[config.mk]
export PLATFORM = sky130hd
export DESIGN_NAME = vna_ctrl
export DESIGN_NICKNAME = d
export VERILOG_FILES = /design/src/hw/rtl/vna_pkg.sv /design/src/hw/rtl/vna_ctrl.sv
export SDC_FILE = /design/constraint.sdc
export NUM_CORES = 1
export LEC_CHECK = 0
export ABC_CLOCK_PERIOD_IN_PS = 3530
export BUFFER_PORTS_ARGS = -buffer_cell sky130_fd_sc_hd__buf_2
export CORE_AREA = 2 2 41 70
export DETAILED_ROUTE_END_ITERATION = 8
export DIE_AREA = 0 0 43 72
export GPL_TIMING_DRIVEN = 0
export HOLD_SLACK_MARGIN = 0.12
export PLACE_DENSITY = 0.76
export SLEW_MARGIN = 25
export SYNTH_ARGS = -nofsm -noshare
export SYNTH_HDL_FRONTEND = slang
export SYNTH_SLANG_ARGS = --single-unit
[constraint.sdc]
create_clock -name i_clk -period 3.53 [get_ports i_clk]
set_clock_uncertainty 0.05 [all_clocks]
set_input_delay 0.353 -clock i_clk [delete_from_list [all_inputs] [get_ports i_clk]]
set_output_delay 0.353 -clock i_clk [all_outputs]
set_load 0.01 [all_outputs]
[src/hw/rtl/vna_pkg.sv]
// shared widths, codes and control types of the vertex normal block
package vna_pkg;

    localparam int COORD_W  = 24;
    localparam int CORNER_W = 10;
    localparam int IDX_W    = 11;
    localparam int NORM_W   = 16;
    localparam int VCNT_W   = 11;
    localparam int FCNT_W   = 12;
    localparam int CFG_W    = 12;
    localparam int EXT_W    = 17;
    localparam int DIFF_W   = 25;
    localparam int MUL_W    = 31;
    localparam int PROD_W   = 62;
    localparam int ACC_W    = 64;
    localparam int MAG_W    = 30;
    localparam int SQ_W     = 62;
    localparam int ROOT_W   = 32;
    localparam int QUO_W    = 15;
    localparam int DIV_NW   = 45;
    localparam int FRAC_SH  = 14;

    localparam logic [1:0] REQ_VERTEX = 2'd0;
    localparam logic [1:0] REQ_FACE   = 2'd1;
    localparam logic [1:0] REQ_QUERY  = 2'd2;

    localparam logic CFG_VCOUNT = 1'b0;
    localparam logic CFG_FCOUNT = 1'b1;

    localparam logic [1:0] CMP_X = 2'd0;
    localparam logic [1:0] CMP_Y = 2'd1;
    localparam logic [1:0] CMP_Z = 2'd2;

    localparam logic [3:0] MS_X_POS = 4'd0;
    localparam logic [3:0] MS_X_NEG = 4'd1;
    localparam logic [3:0] MS_Y_POS = 4'd2;
    localparam logic [3:0] MS_Y_NEG = 4'd3;
    localparam logic [3:0] MS_Z_POS = 4'd4;
    localparam logic [3:0] MS_Z_NEG = 4'd5;
    localparam logic [3:0] MS_SQ_X  = 4'd6;
    localparam logic [3:0] MS_SQ_Y  = 4'd7;
    localparam logic [3:0] MS_SQ_Z  = 4'd8;

    typedef struct packed {
        logic       wr_vert;
        logic       wr_face;
        logic       clr;
        logic       hit;
        logic       face_next;
        logic [1:0] vsel;
        logic       ld_p;
        logic       diff;
        logic       mul_go;
        logic [3:0] mstep;
        logic       absv;
        logic       shr;
        logic       shl;
        logic       res_zero;
        logic       res_unsh;
        logic       root_go;
        logic       div_go;
        logic [1:0] comp;
        logic       store;
    } t_cmd;

    typedef struct packed {
        logic query_ok;
        logic nf_zero;
        logic match;
        logic last_face;
        logic any;
        logic mag_zero;
        logic mag_big;
        logic mag_small;
        logic root_done;
        logic div_done;
    } t_sts;

endpackage

[src/hw/rtl/vna_ctrl.sv]
// controller: sequences loads, the face walk and the normalize steps
module vna_ctrl (
    input  logic          i_clk,
    input  logic          i_rst_n,
    input  logic          start,
    input  logic [1:0]    i_req_type,
    input  vna_pkg::t_sts i_sts,
    output vna_pkg::t_cmd o_cmd,
    output logic          busy,
    output logic          o_valid
);
    localparam logic [4:0] ST_IDLE   = 5'd0;
    localparam logic [4:0] ST_FADDR  = 5'd1;
    localparam logic [4:0] ST_FCHK   = 5'd2;
    localparam logic [4:0] ST_V0     = 5'd3;
    localparam logic [4:0] ST_V1     = 5'd4;
    localparam logic [4:0] ST_V2     = 5'd5;
    localparam logic [4:0] ST_V3     = 5'd6;
    localparam logic [4:0] ST_DIFF   = 5'd7;
    localparam logic [4:0] ST_MUL    = 5'd8;
    localparam logic [4:0] ST_MDRAIN = 5'd9;
    localparam logic [4:0] ST_POST   = 5'd10;
    localparam logic [4:0] ST_NORM   = 5'd11;
    localparam logic [4:0] ST_SQ     = 5'd12;
    localparam logic [4:0] ST_SDRAIN = 5'd13;
    localparam logic [4:0] ST_RGO    = 5'd14;
    localparam logic [4:0] ST_RWAIT  = 5'd15;
    localparam logic [4:0] ST_DGO    = 5'd16;
    localparam logic [4:0] ST_DWAIT  = 5'd17;
    localparam logic [4:0] ST_OUT    = 5'd18;

    logic [4:0] r_state;
    logic [4:0] n_state;
    logic [3:0] r_mstep;
    logic [3:0] n_mstep;
    logic [1:0] r_comp;
    logic [1:0] n_comp;

    always_comb begin
        o_cmd   = '0;
        n_state = r_state;
        n_mstep = r_mstep;
        n_comp  = r_comp;
        unique case (r_state)
            ST_IDLE: begin
                if (start) begin
                    case (i_req_type)
                        vna_pkg::REQ_VERTEX: o_cmd.wr_vert = 1'b1;
                        vna_pkg::REQ_FACE:   o_cmd.wr_face = 1'b1;
                        vna_pkg::REQ_QUERY: begin
                            if (!i_sts.query_ok) begin
                                o_cmd.res_zero = 1'b1;
                                o_cmd.res_unsh = 1'b1;
                                n_state        = ST_OUT;
                            end else begin
                                o_cmd.clr = 1'b1;
                                n_state   = i_sts.nf_zero ? ST_POST : ST_FADDR;
                            end
                        end
                        default: ;
                    endcase
                end
            end
            ST_FADDR: n_state = ST_FCHK;
            ST_FCHK: begin
                if (i_sts.match) begin
                    o_cmd.hit = 1'b1;
                    n_state   = ST_V0;
                end else begin
                    o_cmd.face_next = 1'b1;
                    n_state         = i_sts.last_face ? ST_POST : ST_FADDR;
                end
            end
            ST_V0: begin
                o_cmd.vsel = vna_pkg::CMP_X;
                n_state    = ST_V1;
            end
            ST_V1: begin
                o_cmd.vsel = vna_pkg::CMP_Y;
                o_cmd.ld_p = 1'b1;
                o_cmd.comp = vna_pkg::CMP_X;
                n_state    = ST_V2;
            end
            ST_V2: begin
                o_cmd.vsel = vna_pkg::CMP_Z;
                o_cmd.ld_p = 1'b1;
                o_cmd.comp = vna_pkg::CMP_Y;
                n_state    = ST_V3;
            end
            ST_V3: begin
                o_cmd.ld_p = 1'b1;
                o_cmd.comp = vna_pkg::CMP_Z;
                n_state    = ST_DIFF;
            end
            ST_DIFF: begin
                o_cmd.diff = 1'b1;
                n_mstep    = vna_pkg::MS_X_POS;
                n_state    = ST_MUL;
            end
            ST_MUL: begin
                o_cmd.mul_go = 1'b1;
                o_cmd.mstep  = r_mstep;
                n_mstep      = r_mstep + 4'd1;
                if (r_mstep == vna_pkg::MS_Z_NEG) begin
                    n_state = ST_MDRAIN;
                end
            end
            ST_MDRAIN: begin
                o_cmd.face_next = 1'b1;
                n_state         = i_sts.last_face ? ST_POST : ST_FADDR;
            end
            ST_POST: begin
                if (!i_sts.any) begin
                    o_cmd.res_zero = 1'b1;
                    o_cmd.res_unsh = 1'b1;
                    n_state        = ST_OUT;
                end else begin
                    o_cmd.absv = 1'b1;
                    n_state    = ST_NORM;
                end
            end
            ST_NORM: begin
                if (i_sts.mag_zero) begin
                    o_cmd.res_zero = 1'b1;
                    n_state        = ST_OUT;
                end else if (i_sts.mag_big) begin
                    o_cmd.shr = 1'b1;
                end else if (i_sts.mag_small) begin
                    o_cmd.shl = 1'b1;
                end else begin
                    n_mstep = vna_pkg::MS_SQ_X;
                    n_state = ST_SQ;
                end
            end
            ST_SQ: begin
                o_cmd.mul_go = 1'b1;
                o_cmd.mstep  = r_mstep;
                n_mstep      = r_mstep + 4'd1;
                if (r_mstep == vna_pkg::MS_SQ_Z) begin
                    n_state = ST_SDRAIN;
                end
            end
            ST_SDRAIN: n_state = ST_RGO;
            ST_RGO: begin
                o_cmd.root_go = 1'b1;
                n_state       = ST_RWAIT;
            end
            ST_RWAIT: begin
                if (i_sts.root_done) begin
                    n_comp  = vna_pkg::CMP_X;
                    n_state = ST_DGO;
                end
            end
            ST_DGO: begin
                o_cmd.div_go = 1'b1;
                o_cmd.comp   = r_comp;
                n_state      = ST_DWAIT;
            end
            ST_DWAIT: begin
                o_cmd.comp = r_comp;
                if (i_sts.div_done) begin
                    o_cmd.store = 1'b1;
                    if (r_comp == vna_pkg::CMP_Z) begin
                        n_state = ST_OUT;
                    end else begin
                        n_comp  = r_comp + 2'd1;
                        n_state = ST_DGO;
                    end
                end
            end
            ST_OUT: n_state = ST_IDLE;
            default: n_state = ST_IDLE;
        endcase
    end

    always_ff @(posedge i_clk) begin
        if (!i_rst_n) begin
            r_state <= ST_IDLE;
            r_mstep <= '0;
            r_comp  <= '0;
        end else begin
            r_state <= n_state;
            r_mstep <= n_mstep;
            r_comp  <= n_comp;
        end
    end

    assign busy    = (r_state != ST_IDLE);
    assign o_valid = (r_state == ST_OUT);

endmodule

==> results.md, run 1 <==
| Parameter | Value |
|---|---|
| Worst min path class | input port to flip-flop |
| Number of clock buffers inserted by TritonCTS | 3 |
| Initial core utilization | 47.7% |
| Highest Clock Rate | 398 MHz |
| Logic pwr share | 62.7% |
| Max-capacitance violation count | 0 |
| Required time of the critical path | 3.13 ns |
| Dominant cell type by area after synthesis | sky130_fd_sc_hd__dfxtp_1 |
| Async set or reset register ratio after synthesis | 0% |
| Arrival time worst endpoint | 2.11 ns |
| Type of the worst setup path | flip-flop to output port |
| Net count after synthesis | 194 |
| Pleak | 0.682 nW |
| Area contributors post-synth | sky130_fd_sc_hd__dfxtp_1 18%, sky130_fd_sc_hd__nor2_1 7.8%, sky130_fd_sc_hd__nor3_1 4.6%, sky130_fd_sc_hd__and2_1 4.2%, sky130_fd_sc_hd__ha_1 4.2% |
| DRC violation count after routing | 0 |
| Maximum root-to-sink buffer count | 2 |
| Pin count of the biggest net entering global routing | 11 |
| Clock network latency to the later pin of the worst-skew pair | 0.24 ns |
| Pin slew with the least headroom to its limit | 0.546 ns |
| Total power draw | 0.810 mW |
| Floorplan core area | 0.00252 mm2 |
| Die height | 72 um |
| Antenna violations before repair | 0 |
| Crit path max fanout | 10 |
| Flop pwr share | 21.6% |
| Slew Limit Fails | 0 |
| Post-route clock period utilization | 71.1% |
| Resize count post-CTS | 0 |
| Switching power of the nets | 0.400 mW |
| CP Cell Sequence | buf_2, clkbuf_1, and2_1, nand2_1, o32ai_1, a41o_1, buf_2 |
| DIE AREA | 0.00310 mm2 |
| Sequential fraction of the synthesis area | 18.3% |
| Half-perimeter wire length of the detailed placement result | 3030 um |
| Synth unique cells | 46 |
| Worst hold slack | 0.382 ns |
| Number of sinks on the clock net | 11 |
| Internal power | 0.410 mW |
| Clock power share | 15.7% |
| Headroom to the max-slew limit | 63.1% |
| Total of warnings raised by yosys | 0 |
| Global route overflow | 0 |
| Sum of negative setup slack | 0 ns |
| Boundary pin count | 41 |
| Setup bufs post-CTS | 0 |
| Most frequently used flop master after synthesis | sky130_fd_sc_hd__dfxtp_1 |
| Area share of the largest cell type after synthesis | 18.3% |
| Endpoints failing hold | 0 |
| CP dominant cell by count | sky130_fd_sc_hd__buf_2 |
| Number of enable-type register cells in the synthesized netlist | 0 |
| Antenna Diode Count | 0 |
| CTS Hold Buffers Added | 0 |
| Post-synth design cell area | 0.00120 mm2 |
| Cells after Synth | 175 |
| # rows | 24 |
| Clock Pin Slew Worst Setup and Hold Paths | 0.05 ns |
| Iteration-0 DRC Markers | 57 |
| Crit-path slowest cell | sky130_fd_sc_hd__dfxtp_1 |
| Clock tree root driver cell | sky130_fd_sc_hd__clkbuf_8 |
| Largest delay share family, worst path | buffers and inverters |
| Outcome | complete, no violations |
| Global-route wire length before repair | 6470 um |
| Net total in the final layout | 237 |
| Per-instance average area after synthesis | 6.88 um2 |
| Fill cell total of the finished layout | 266 |
| All-layer global routing usage | 26.5% |
| Most frequent cells in the layout | 45 x sky130_fd_sc_hd__buf_2, 25 x sky130_fd_sc_hd__nor2_1, 13 x sky130_fd_sc_hd__nand2_1, 11 x sky130_fd_sc_hd__nor3_1, 11 x sky130_fd_sc_hd__dfxtp_1 |
| TritonCTS clock tree | built |
| Net Sw Frac | 49.4% |
| Critical path endpoint category | output port |
| Most frequent standard cell in the layout excluding fill and tap cells | sky130_fd_sc_hd__buf_2 |
| Wire length per cell after detailed routing | 15.4 um |
| CP peak stage delay | 0.43 ns |
| Area growth, synth to finish | 22.3% |
| Final critical delay including setup and external delays | 2.51 ns |
| Die X | 43 um |
| Port Buf Inserts | 38 |
| Total wirelength of the detailed-routed design | 3740 um |
| Vias/cell | 6.11 |
| Element type at the critical path start | flip-flop |
| Power density over the cells | 550 mW/mm2 |
| Number of iterations in the first detailed-routing pass | 4 |
| IR drop worst, VDD | 0.282 mV |
| Vias in the first global route | 1452 |
| Fraction of final layout cells with drive strength greater than 1 | 24.4% |
| Antenna-violating nets left | 0 |
| Total buffers and inverters traversed by the critical path | 3 |
| Unrepaired setup endpoints after global routing | no |
| Count of endpoints failing setup in the final report | 0 |
| H-Tree Depth | 1 |
| Vias | 1485 |
| Flip-flop and latch count after synthesis | 11 |
| Gpl congestion | 0.998 |
worst paths after layout:
kind,from,end,slack [ns],depth (start not counted)
max,r_state[1],o_cmd[6],1.02,7
min,i_sts[0],r_state[4],0.38,4
max reg2reg,r_state[3],r_state[1],1.31,6
min reg2reg,r_comp[0],r_comp[0],0.48,2
synthesized netlist by cell type, drive strengths merged, types with 2 or more instances:
library cell / instances
nor2: 25
nand2: 13
buf: 11
dfxtp: 11
nor3: 11
inv: 10
and2: 8
a21oi: 7
nand3: 6
ha: 4
mux2i: 4
nand2b: 4
nand3b: 4
nor4b: 4
o21ai: 4
and3: 3
nor2b: 3
nor4: 3
o22ai: 3
a211oi: 2
a22o: 2
a41oi: 2
and3b: 2
clkbuf: 2
nand4: 2
nor4bb: 2
o211ai: 2
o311ai: 2
o31ai: 2
o41ai: 2
or3b: 2
flip-flops by register name, summed over array words and instances, names as in the netlist:
| name | count |
|---|---|
| r_state | 5 |
| r_comp | 2 |
| r_mstep | 4 |
power by group through the flow:
stage	sequential, mW	combinational, mW	clock (mW)
floorplan	0.167	0.363	0
global placement	0.176	0.495	0
detailed placement	0.176	0.499	0
CTS	0.174	0.501	0.131
global route	0.178	0.565	0.140
finish	0.175	0.508	0.127
cells by family after synthesis:
| family | after synthesis | synth area share (%) |
|---|---|---|
| AND/OR/NAND/NOR | 96 | 43.3 |
| AO/OA/AOI/OAI | 36 | 22.2 |
| buffers and inverters | 23 | 7.90 |
| flip-flops | 11 | 18.3 |
| multiplexers | 4 | 3.33 |
| adder cells (fa/ha/maj) | 4 | 4.16 |
| XOR/XNOR | 1 | 0.728 |
area by class of cell:
| cell class | count | area, um2 | area share, % |
|---|---|---|---|
| well taps | 26 | 32.5 | 2.21 |
| inverters | 10 | 37.5 | 2.55 |
| multi-input cells | 141 | 888 | 60.3 |
| clock buffers | 3 | 41.3 | 2.80 |
| repair buffers | 38 | 190 | 12.9 |
| clock inverters | 1 | 5.00 | 0.340 |
| flip-flops and latches | 11 | 220 | 15.0 |
| plain buffers | 13 | 57.6 | 3.91 |
metrics by stage:
step                area (um2)  utilization [%]  setup slack [ns]  cells
global route              1470             58.4             0.802    243
finish                    1470             58.4              1.02    243
CTS                       1470             58.4              1.07    243
global placement          1430             56.5              1.33    239
detailed placement        1430             56.5              1.33    239
floorplan                 1200                -              1.47    175
layer usage:
layer	global-route usage, %	routed length, um	vias up
met3	2.99	241	24
met5	0	0	-
met2	47.5	1940	77
li1	-	-	723
met1	27.4	1330	661
met4	19.5	237	0
worst reg2reg max path, delay by kind of cell (launching register included):
kind            cells  cell delay [ns]
buf+inv             2             0.62
compound gates      2             0.56
simple gates        2             0.51
flops               1             0.35
(Power assumes the default switching activity.)
==> run 2: changes to the inputs <==
--- a/config.mk
+++ b/config.mk
@@ -5,14 +5,15 @@
 export SDC_FILE = /design/constraint.sdc
 export NUM_CORES = 1
 export LEC_CHECK = 0
-export ABC_CLOCK_PERIOD_IN_PS = 3530
+export ABC_AREA = 1
+export ABC_CLOCK_PERIOD_IN_PS = 2150
 export BUFFER_PORTS_ARGS = -buffer_cell sky130_fd_sc_hd__buf_2
-export CORE_AREA = 2 2 41 70
+export CORE_AREA = 2 2 43 75
 export DETAILED_ROUTE_END_ITERATION = 8
-export DIE_AREA = 0 0 43 72
+export DIE_AREA = 0 0 45 77
 export GPL_TIMING_DRIVEN = 0
 export HOLD_SLACK_MARGIN = 0.12
-export PLACE_DENSITY = 0.76
+export PLACE_DENSITY = 0.73
 export SLEW_MARGIN = 25
 export SYNTH_ARGS = -nofsm -noshare
 export SYNTH_HDL_FRONTEND = slang
==> constraint.sdc (replaced) <==
create_clock -name i_clk -period 2.15 [get_ports i_clk]
set_clock_uncertainty 0.05 [all_clocks]
set_input_delay 0.215 -clock i_clk [delete_from_list [all_inputs] [get_ports i_clk]]
set_output_delay 0.215 -clock i_clk [all_outputs]
set_load 0.01 [all_outputs]
==> run 2 against run 1 <==
Sequential share of layout area shrank 0.61 points. Final area grew 4.2%. Flip-flop and latch count is the same. Hold slack lost 0.17 ns. Die area grew 12%. First-iteration DRC count shrank 49%. Sequential power grew 68%. Via count grew 0.67%. Register-to-register slack lost 0.84 ns. Combinational power grew 92%. Wire length shrank 12%. Non-clock buffer count shrank 9.
==> results.md, run 2 <==
| Parameter | Value | vs previous |
|---|---|---|
| Outcome | complete, no violations | unchanged |
| Most frequent cells in the layout | 50 x sky130_fd_sc_hd__nand2_1, 41 x sky130_fd_sc_hd__buf_2, 36 x sky130_fd_sc_hd__inv_1, 30 x sky130_fd_sc_hd__nor2_1, 21 x sky130_fd_sc_hd__nand3_1 | was 45 x sky130_fd_sc_hd__buf_2, 25 x sky130_fd_sc_hd__nor2_1, 13 x sky130_fd_sc_hd__nand2_1, 11 x sky130_fd_sc_hd__nor3_1, 11 x sky130_fd_sc_hd__dfxtp_1 |
| Power density over the cells | 960 mW/mm2 | was 550 mW/mm2 |
| Headroom to the max-slew limit | 81.1% | was 63.1% |
| Number of sinks on the clock net | 11 | unchanged |
| Total of warnings raised by yosys | 0 | unchanged |
| Boundary pin count | 41 | unchanged |
| H-Tree Depth | 1 | unchanged |
| DRC violation count after routing | 0 | unchanged |
| Count of endpoints failing setup in the final report | 0 | unchanged |
| Post-synth design cell area | 0.00125 mm2 | was 0.00120 mm2 |
| Most frequent standard cell in the layout excluding fill and tap cells | sky130_fd_sc_hd__nand2_1 | was sky130_fd_sc_hd__buf_2 |
| Resize count post-CTS | 0 | unchanged |
| Worst hold slack | 0.215 ns | was 0.382 ns |
| Pleak | 0.942 nW | was 0.682 nW |
| Top metal layer carrying routed signals | met4 | unchanged |
| Met3 layer wire length in the routed design | 105 um | was 241 um |
| Unrepaired setup endpoints after global routing | no | unchanged |
| Highest Clock Rate | 565 MHz |  |
| Vias/cell | 5.12 | was 6.11 |
| Wire length per cell after detailed routing | 11.3 um | was 15.4 um |
| Largest register FFs | 5 | unchanged |
| Global route overflow | 0 | unchanged |
| Regs by FF count | r_state (5), r_mstep (4), r_comp (2) | unchanged |
| Port Buf Inserts | 40 | was 38 |
| Placed cells | 288 | was 239 |
| Async set or reset register ratio after synthesis | 0% | unchanged |
| Fraction of final layout cells with drive strength greater than 1 | 30.3% | was 24.4% |
| Antenna-violating nets left | 0 | unchanged |
| Arrival time worst endpoint | 1.50 ns | was 2.11 ns |
| Pin slew with the least headroom to its limit | 0.283 ns | was 0.546 ns |
| Total buffers and inverters traversed by the critical path | 4 | was 3 |
| CP dominant cell by count | sky130_fd_sc_hd__buf_2 | unchanged |
| Setup bufs post-CTS | 0 | unchanged |
| Origin of the worst setup path | r_state[4] | was r_state[1] |
| Antenna violations before repair | 0 | unchanged |
| Gpl congestion | 0.896 | was 0.998 |
| Antenna Diode Count | 0 | unchanged |
| Crit path max fanout | 8 | was 10 |
| Per-instance average area after synthesis | 5.70 um2 | was 6.88 um2 |
| Final critical delay including setup and external delays | 1.77 ns |  |
| Basic-gate share of the synthesized area counting and, or, nand and nor cells | 51.6% | was 43.3% |
| Area share of the largest cell type after synthesis | 17.5% | was 18.3% |
| CTS Hold Buffers Added | 0 | unchanged |
| Floorplan core area | 0.00286 mm2 | was 0.00252 mm2 |
| PnR worst setup slack | 0.380 ns | was 1.02 ns |
| Synth unique cells | 27 | was 46 |
| Most numerous cell in the Yosys netlist | sky130_fd_sc_hd__nand2_1 | was sky130_fd_sc_hd__nor2_1 |
| Adder-Cell Fraction of Synth Area | 3.99% | was 4.16% |
| Area growth, synth to finish | 22.3% | about the same |
| Pin count of the biggest net entering global routing | 11 | unchanged |
| Number of iterations in the first detailed-routing pass | 4 | unchanged |
| Sum of negative setup slack | 0 ns | unchanged |
| Worst min path class | input port to flip-flop | unchanged |
| # rows | 26 | was 24 |
| IR drop worst, VDD | 0.576 mV | was 0.282 mV |
| Slew Limit Fails | 0 | unchanged |
| Area contributors post-synth | sky130_fd_sc_hd__dfxtp_1 18%, sky130_fd_sc_hd__nand2_1 15%, sky130_fd_sc_hd__inv_1 11%, sky130_fd_sc_hd__nor2_1 9.0%, sky130_fd_sc_hd__nand3_1 8.4% | was sky130_fd_sc_hd__dfxtp_1 18%, sky130_fd_sc_hd__nor2_1 7.8%, sky130_fd_sc_hd__nor3_1 4.6%, sky130_fd_sc_hd__and2_1 4.2%, sky130_fd_sc_hd__ha_1 4.2% |
| CP peak stage delay | 0.30 ns | was 0.43 ns |
| Net count after synthesis | 239 | was 194 |
| Die height | 77 um | was 72 um |
| Clock tree root driver cell | sky130_fd_sc_hd__clkbuf_8 | unchanged |
| Largest delay share family, worst path | buffers and inverters | unchanged |
| Total wirelength of the detailed-routed design | 3290 um | was 3740 um |
| Net total in the final layout | 284 | was 237 |
| Initial core utilization | 43.8% | was 47.7% |
| Synth Area in Compound Gates | 11.7% | was 22.2% |
| Dominant cell type by area after synthesis | sky130_fd_sc_hd__dfxtp_1 | unchanged |
| Hold Crit Start | i_rst_n | was i_sts[0] |
| Cells after Synth | 220 | was 175 |
| Clock Pin Slew Worst Setup and Hold Paths | 0.05 ns | about the same |
| Sequential fraction of the synthesis area | 17.5% | was 18.3% |
| Number of enable-type register cells in the synthesized netlist | 0 | unchanged |
| Reg with most FFs | r_state | unchanged |
| Fraction of synthesized cell area in xor and xnor cells | 0.698% | was 0.728% |
| Vias in the first global route | 1335 | was 1452 |
| Element type at the critical path start | flip-flop | unchanged |
| Vias | 1495 | was 1485 |
| Half-perimeter wire length of the detailed placement result | 2810 um | was 3030 um |
| Flip-flop and latch count after synthesis | 11 | unchanged |
| Dominant combinational cell family by area after synthesis | simple AND/OR/NAND/NOR gates | unchanged |
| Die X | 45 um | was 43 um |
| Routed metal-1 wire length | 1250 um | was 1330 um |
| Maximum root-to-sink buffer count | 2 | unchanged |
| Required time of the critical path | 1.88 ns | was 3.13 ns |
| Most frequent cells after synthesis | 50 x sky130_fd_sc_hd__nand2_1, 36 x sky130_fd_sc_hd__inv_1, 30 x sky130_fd_sc_hd__nor2_1 | was 25 x sky130_fd_sc_hd__nor2_1, 13 x sky130_fd_sc_hd__nand2_1, 11 x sky130_fd_sc_hd__dfxtp_1, 11 x sky130_fd_sc_hd__nor3_1, 10 x sky130_fd_sc_hd__inv_1 |
| Share of synthesized area spent on multiplexers | 0% | was 3.33% |
| Launching point of the worst reg2reg path | r_state[0] | was r_state[3] |
| Post-place setup slack | 0.494 ns | was 1.33 ns |
| Clock network latency to the later pin of the worst-skew pair | 0.24 ns | about the same |
| All-layer global routing usage | 20.1% | was 26.5% |
| Type of the worst setup path | flip-flop to output port | unchanged |
| Number of standard cells in the layout, taps in and fillers out | 292 | was 243 |
| Endpoints failing hold | 0 | unchanged |
| DIE AREA | 0.00347 mm2 | was 0.00310 mm2 |
| Routed length on met2 | 1830 um | was 1940 um |
| TritonCTS clock tree | built | unchanged |
| Iteration-0 DRC Markers | 29 | was 57 |
| Fill cell total of the finished layout | 334 | was 266 |
| Most frequently used flop master after synthesis | sky130_fd_sc_hd__dfxtp_1 | unchanged |
| Max-capacitance violation count | 0 | unchanged |
| Global-route wire length before repair | 5440 um | was 6470 um |
| CP Cell Sequence | buf_2, inv_2, nand3_1, inv_1, nand2_1, o21ai_0, buf_2 | was buf_2, clkbuf_1, and2_1, nand2_1, o32ai_1, a41o_1, buf_2 |
| Post-route clock period utilization | 82.3% |  |
| Crit-path slowest cell | sky130_fd_sc_hd__dfxtp_1 | unchanged |
| Number of clock buffers inserted by TritonCTS | 3 | unchanged |
| Critical path endpoint category | output port | unchanged |
## run 2: cell count changes after synthesis, moves of 8 or more
cell                      before  now
sky130_fd_sc_hd__inv_1        10   36
sky130_fd_sc_hd__nand2_1      13   50
sky130_fd_sc_hd__and2_1        8    0
sky130_fd_sc_hd__nand3_1       6   21
sky130_fd_sc_hd__inv_2         0    8
sky130_fd_sc_hd__nor3_1       11    2
## run 2: layout make-up
class	count	area, um2	area share, %
multi-input cells	163	853	55.6
flip-flops and latches	11	220	14.3
repair buffers	40	200	13.0
inverters	44	165	10.8
clock buffers	4	45.0	2.93
well taps	28	35.0	2.28
plain buffers	2	16.3	1.06
## run 2: worst paths after layout
path,endpoint,slack [ns],cells past startpoint
worst max-delay path,o_cmd[1],0.38,7
worst min-delay path,r_mstep[1],0.22,3
worst max register to register,r_mstep[3],0.47,7
worst min register to register,r_comp[1],0.43,2
## run 2: routing by layer
metal | GRT usage (%) | up-vias
met4 | 9.41 | 0
li1 | - | 779
met1 | 21.5 | 668
met5 | 0 | -
met3 | 1.18 | 10
met2 | 37.1 | 38
## run 2: stage by stage
stage / power (mW) / utilization [%] / instance area, um2
4_1_cts: 1.48 / 53.6 / 1540
3_3_place_gp: 1.26 / 52.1 / 1490
2_1_floorplan: 1.03 / - / 1250
6_report: 1.47 / 53.6 / 1540
3_5_place_dp: 1.27 / 52.1 / 1490
5_1_grt: 1.63 / 53.6 / 1540
## run 2: worst register-to-register path, delay by kind of cell, from the launching register on
kind / cells / cell delay, ns
simple gates: 6 / 1.00
flops: 1 / 0.48
compound gates: 1 / 0.05
## run 2: kinds of logic (layout without fill, tap and decap cells)
group                    after synthesis  in the layout
AND/OR/NAND/NOR                      131            131
buffers and inverters                 46             90
adder cells (fa/ha/maj)                4              4
XOR/XNOR                               1              1
flip-flops                            11             11
AO/OA/AOI/OAI                         27             27
## run 2: report_power, final
part	internal, mW	switching (mW)
Combinational	0.320	0.654
Sequential	0.244	0.0501
Clock	0.130	0.0753
Total	0.694	0.779
==> run 3: changes to the inputs <==
--- a/config.mk
+++ b/config.mk
@@ -6,14 +6,14 @@
 export NUM_CORES = 1
 export LEC_CHECK = 0
 export ABC_AREA = 1
-export ABC_CLOCK_PERIOD_IN_PS = 2150
+export ABC_CLOCK_PERIOD_IN_PS = 1700
 export BUFFER_PORTS_ARGS = -buffer_cell sky130_fd_sc_hd__buf_2
-export CORE_AREA = 2 2 43 75
+export CORE_AREA = 2 2 41 72
 export DETAILED_ROUTE_END_ITERATION = 8
-export DIE_AREA = 0 0 45 77
+export DIE_AREA = 0 0 43 74
 export GPL_TIMING_DRIVEN = 0
 export HOLD_SLACK_MARGIN = 0.12
-export PLACE_DENSITY = 0.73
+export PLACE_DENSITY = 0.76
 export SLEW_MARGIN = 25
 export SYNTH_ARGS = -nofsm -noshare
 export SYNTH_HDL_FRONTEND = slang
==> constraint.sdc (replaced) <==
create_clock -name i_clk -period 1.7 [get_ports i_clk]
set_clock_uncertainty 0.05 [all_clocks]
set_input_delay 0.17 -clock i_clk [delete_from_list [all_inputs] [get_ports i_clk]]
set_output_delay 0.17 -clock i_clk [all_outputs]
set_load 0.01 [all_outputs]
==> run 3 against run 2 <==
Critical path type unchanged. Total power up 33%. Clock-buffer cell count unchanged. Sequential share of layout area down 0.081 points. Critical path depth down 1. Cell count up 0.34%. Non-clock buffer count up 2. Combinational power up 36%. Flip-flop and latch count unchanged.
==> results.md, run 3 (synthesis results as in run 2) <==
| Parameter | Value | vs previous |
|---|---|---|
| H-Tree Depth | 1 | unchanged |
| Unrepaired setup endpoints after global routing | yes | was no |
| CP Cell Sequence | nor2_2, nand2_4, inv_2, nand2_2, nor4_2, buf_2 | was buf_2, inv_2, nand3_1, inv_1, nand2_1, o21ai_0, buf_2 |
| Clock network latency to the later pin of the worst-skew pair | 0.23 ns | was 0.24 ns |
| Count of endpoints failing setup in the final report | 0 | unchanged |
| Destination of the worst register-to-register timing path | r_mstep[0] | was r_mstep[3] |
| End point of the most critical hold path | r_mstep[2] | was r_mstep[1] |
| Pin count of the biggest net entering global routing | 11 | unchanged |
| Regs by FF count | r_state (5), r_mstep (4), r_comp (2) | unchanged |
| Maximum root-to-sink buffer count | 2 | unchanged |
| Crit path max fanout | 7 | was 8 |
| Placed Area | 0.00149 mm2 | about the same |
| All-layer global routing usage | 21.6% | was 20.1% |
| Register-to-register setup slack | 0.14 ns | was 0.47 ns |
| Antenna-violating nets left | 0 | unchanged |
| Initial core utilization | 47.8% | was 43.8% |
| Most frequent standard cell in the layout excluding fill and tap cells | sky130_fd_sc_hd__nand2_1 | unchanged |
| Post-route clock period utilization | 96.9% |  |
| CP peak stage delay | 0.36 ns | was 0.30 ns |
| Type of the worst setup path | flip-flop to output port | unchanged |
| Global-route wire length before repair | 5410 um | was 5440 um |
| Hold Crit Start | i_rst_n | unchanged |
| Arrival time worst endpoint | 1.43 ns | was 1.50 ns |
| Number of sinks on the clock net | 11 | unchanged |
| Die X | 43 um | was 45 um |
| Max-capacitance violation count | 0 | unchanged |
| Slew Limit Fails | 0 | unchanged |
| Power density over the cells | 1240 mW/mm2 | was 960 mW/mm2 |
| Number of clock buffers inserted by TritonCTS | 3 | unchanged |
| Pleak | 0.956 nW | was 0.942 nW |
| Iteration-0 DRC Markers | 29 | unchanged |
| Critical path endpoint category | output port | unchanged |
| Die height | 74 um | was 77 um |
| Clock Pin Slew Worst Setup and Hold Paths | 0.05 ns | about the same |
| Worst min path class | input port to flip-flop | unchanged |
| Gpl congestion | 0.827 | was 0.896 |
| Headroom to the max-slew limit | 81.0% | was 81.1% |
| Total power draw | 1.96 mW | was 1.47 mW |
| Cell depth of the worst hold path | 3 | unchanged |
| Largest register FFs | 5 | unchanged |
| Most frequent cells in the layout | 50 x sky130_fd_sc_hd__nand2_1, 40 x sky130_fd_sc_hd__buf_2, 36 x sky130_fd_sc_hd__inv_1, 30 x sky130_fd_sc_hd__nor2_1, 20 x sky130_fd_sc_hd__nand3_1 | was 50 x sky130_fd_sc_hd__nand2_1, 41 x sky130_fd_sc_hd__buf_2, 36 x sky130_fd_sc_hd__inv_1, 30 x sky130_fd_sc_hd__nor2_1, 21 x sky130_fd_sc_hd__nand3_1 |
| Floorplan core area | 0.00263 mm2 | was 0.00286 mm2 |
| TritonCTS clock tree | built | unchanged |
| Reg with most FFs | r_state | unchanged |
| Wire length per cell after detailed routing | 11.4 um | was 11.3 um |
| Final critical delay including setup and external delays | 1.65 ns |  |
| Final design utilization | 60.4% | was 53.6% |
| Global route overflow | 0 | unchanged |
| Area growth, synth to finish | 26.5% | was 22.3% |
| Vias in the first global route | 1282 | was 1335 |
| Endpoints failing hold | 0 | unchanged |
| Pin slew with the least headroom to its limit | 0.284 ns | was 0.283 ns |
| Vias | 1484 | was 1495 |
| # rows | 25 | was 26 |
| Number of iterations in the first detailed-routing pass | 4 | unchanged |
| Worst Reg-to-Reg Cells | 7 | unchanged |
| CTS Hold Buffers Added | 0 | unchanged |
| Launching point of the worst reg2reg path | r_state[0] | unchanged |
| Outcome | complete, no violations | unchanged |
| Port Buf Inserts | 40 | unchanged |
| Vias/cell | 5.06 | was 5.12 |
| Element type at the critical path start | flip-flop | unchanged |
| Fill cell total of the finished layout | 292 | was 334 |
| IR drop worst, VDD | 0.935 mV | was 0.576 mV |
| Fraction of final layout cells with drive strength greater than 1 | 33.5% | was 30.3% |
| Boundary pin count | 41 | unchanged |
| Antenna violations before repair | 0 | unchanged |
| Design Area, Final | 0.00159 mm2 | was 0.00154 mm2 |
| Half-perimeter wire length of the detailed placement result | 2780 um | was 2810 um |
| Required time of the critical path | 1.48 ns | was 1.88 ns |
| DRC violation count after routing | 0 | unchanged |
| Antenna Diode Count | 0 | unchanged |
| DIE AREA | 0.00318 mm2 | was 0.00347 mm2 |
| Sum of negative setup slack | 0 ns | unchanged |
| Clock tree root driver cell | sky130_fd_sc_hd__clkbuf_8 | unchanged |
| Total wirelength of the detailed-routed design | 3330 um | was 3290 um |
| Crit-path slowest cell | sky130_fd_sc_hd__dfxtp_2 | was sky130_fd_sc_hd__dfxtp_1 |
| Highest Clock Rate | 607 MHz |  |
| Net total in the final layout | 286 | was 284 |
run 3: what timing repair did:
action	4_1_cts	5_1_grt
gates resized for setup	3	8
buffers inserted	0	2
endpoints found under the setup margin	3	11
gates cloned	0	0
pin swaps	0	1
run 3: layout make-up:
class | count | area [um2] | share of cell area (%)
inverter | 44 | 168 | 10.6
clock buffer | 4 | 45.0 | 2.84
buffer | 2 | 18.8 | 1.18
tap | 27 | 33.8 | 2.13
multi-input combinational | 163 | 881 | 55.5
sequential | 11 | 226 | 14.3
timing repair buffer | 42 | 215 | 13.6
run 3: worst max-delay path, delay by kind of cell (launching register included):
kind / cells / cell delay [ns]
AND/OR/NAND/NOR: 4 / 0.58
flip-flops: 1 / 0.36
buffers and inverters: 2 / 0.25
run 3: power breakdown:
| part | internal (mW) | total [mW] | switching [mW] |
|---|---|---|---|
| clock | 0.164 | 0.257 | 0.0926 |
| combinational | 0.453 | 1.32 | 0.871 |
| sequential | 0.316 | 0.381 | 0.0647 |
run 3: stage by stage:
| stage | cells | hold WS [ns] | setup WS (ns) |
|---|---|---|---|
| after floorplan | 220 | 0.244 | 0.304 |
| after global placement | 287 | 0.408 | 0.0228 |
| after detailed placement | 287 | 0.410 | 0.0305 |
| after CTS | 291 | 0.168 | 0.0152 |
| after global routing | 293 | 0.186 | -0.0188 |
| final | 293 | 0.168 | 0.0520 |
run 3: worst max-delay path by stage:
stage	start	end	slack [ns]	cells past startpoint
after floorplan	r_state[4]	r_state[2]	0.30	8
after global routing	r_state[4]	o_cmd[22]	-0.02	7
after CTS	r_state[3]	o_cmd[6]	0.02	7
after global placement	r_state[0]	r_mstep[0]	0.02	7
final	r_state[0]	o_cmd[22]	0.05	6
after detailed placement	r_state[0]	r_mstep[0]	0.03	7
run 3: routing by layer:
metal  part of all wire (%)  global-route usage, %  up-vias
met1                     40                   24.3      667
met4                    2.8                   9.09        0
met2                     55                   41.2       31
met3                    2.8                  0.971        8
met5                      0                      0        -
li1                       -                      -      778
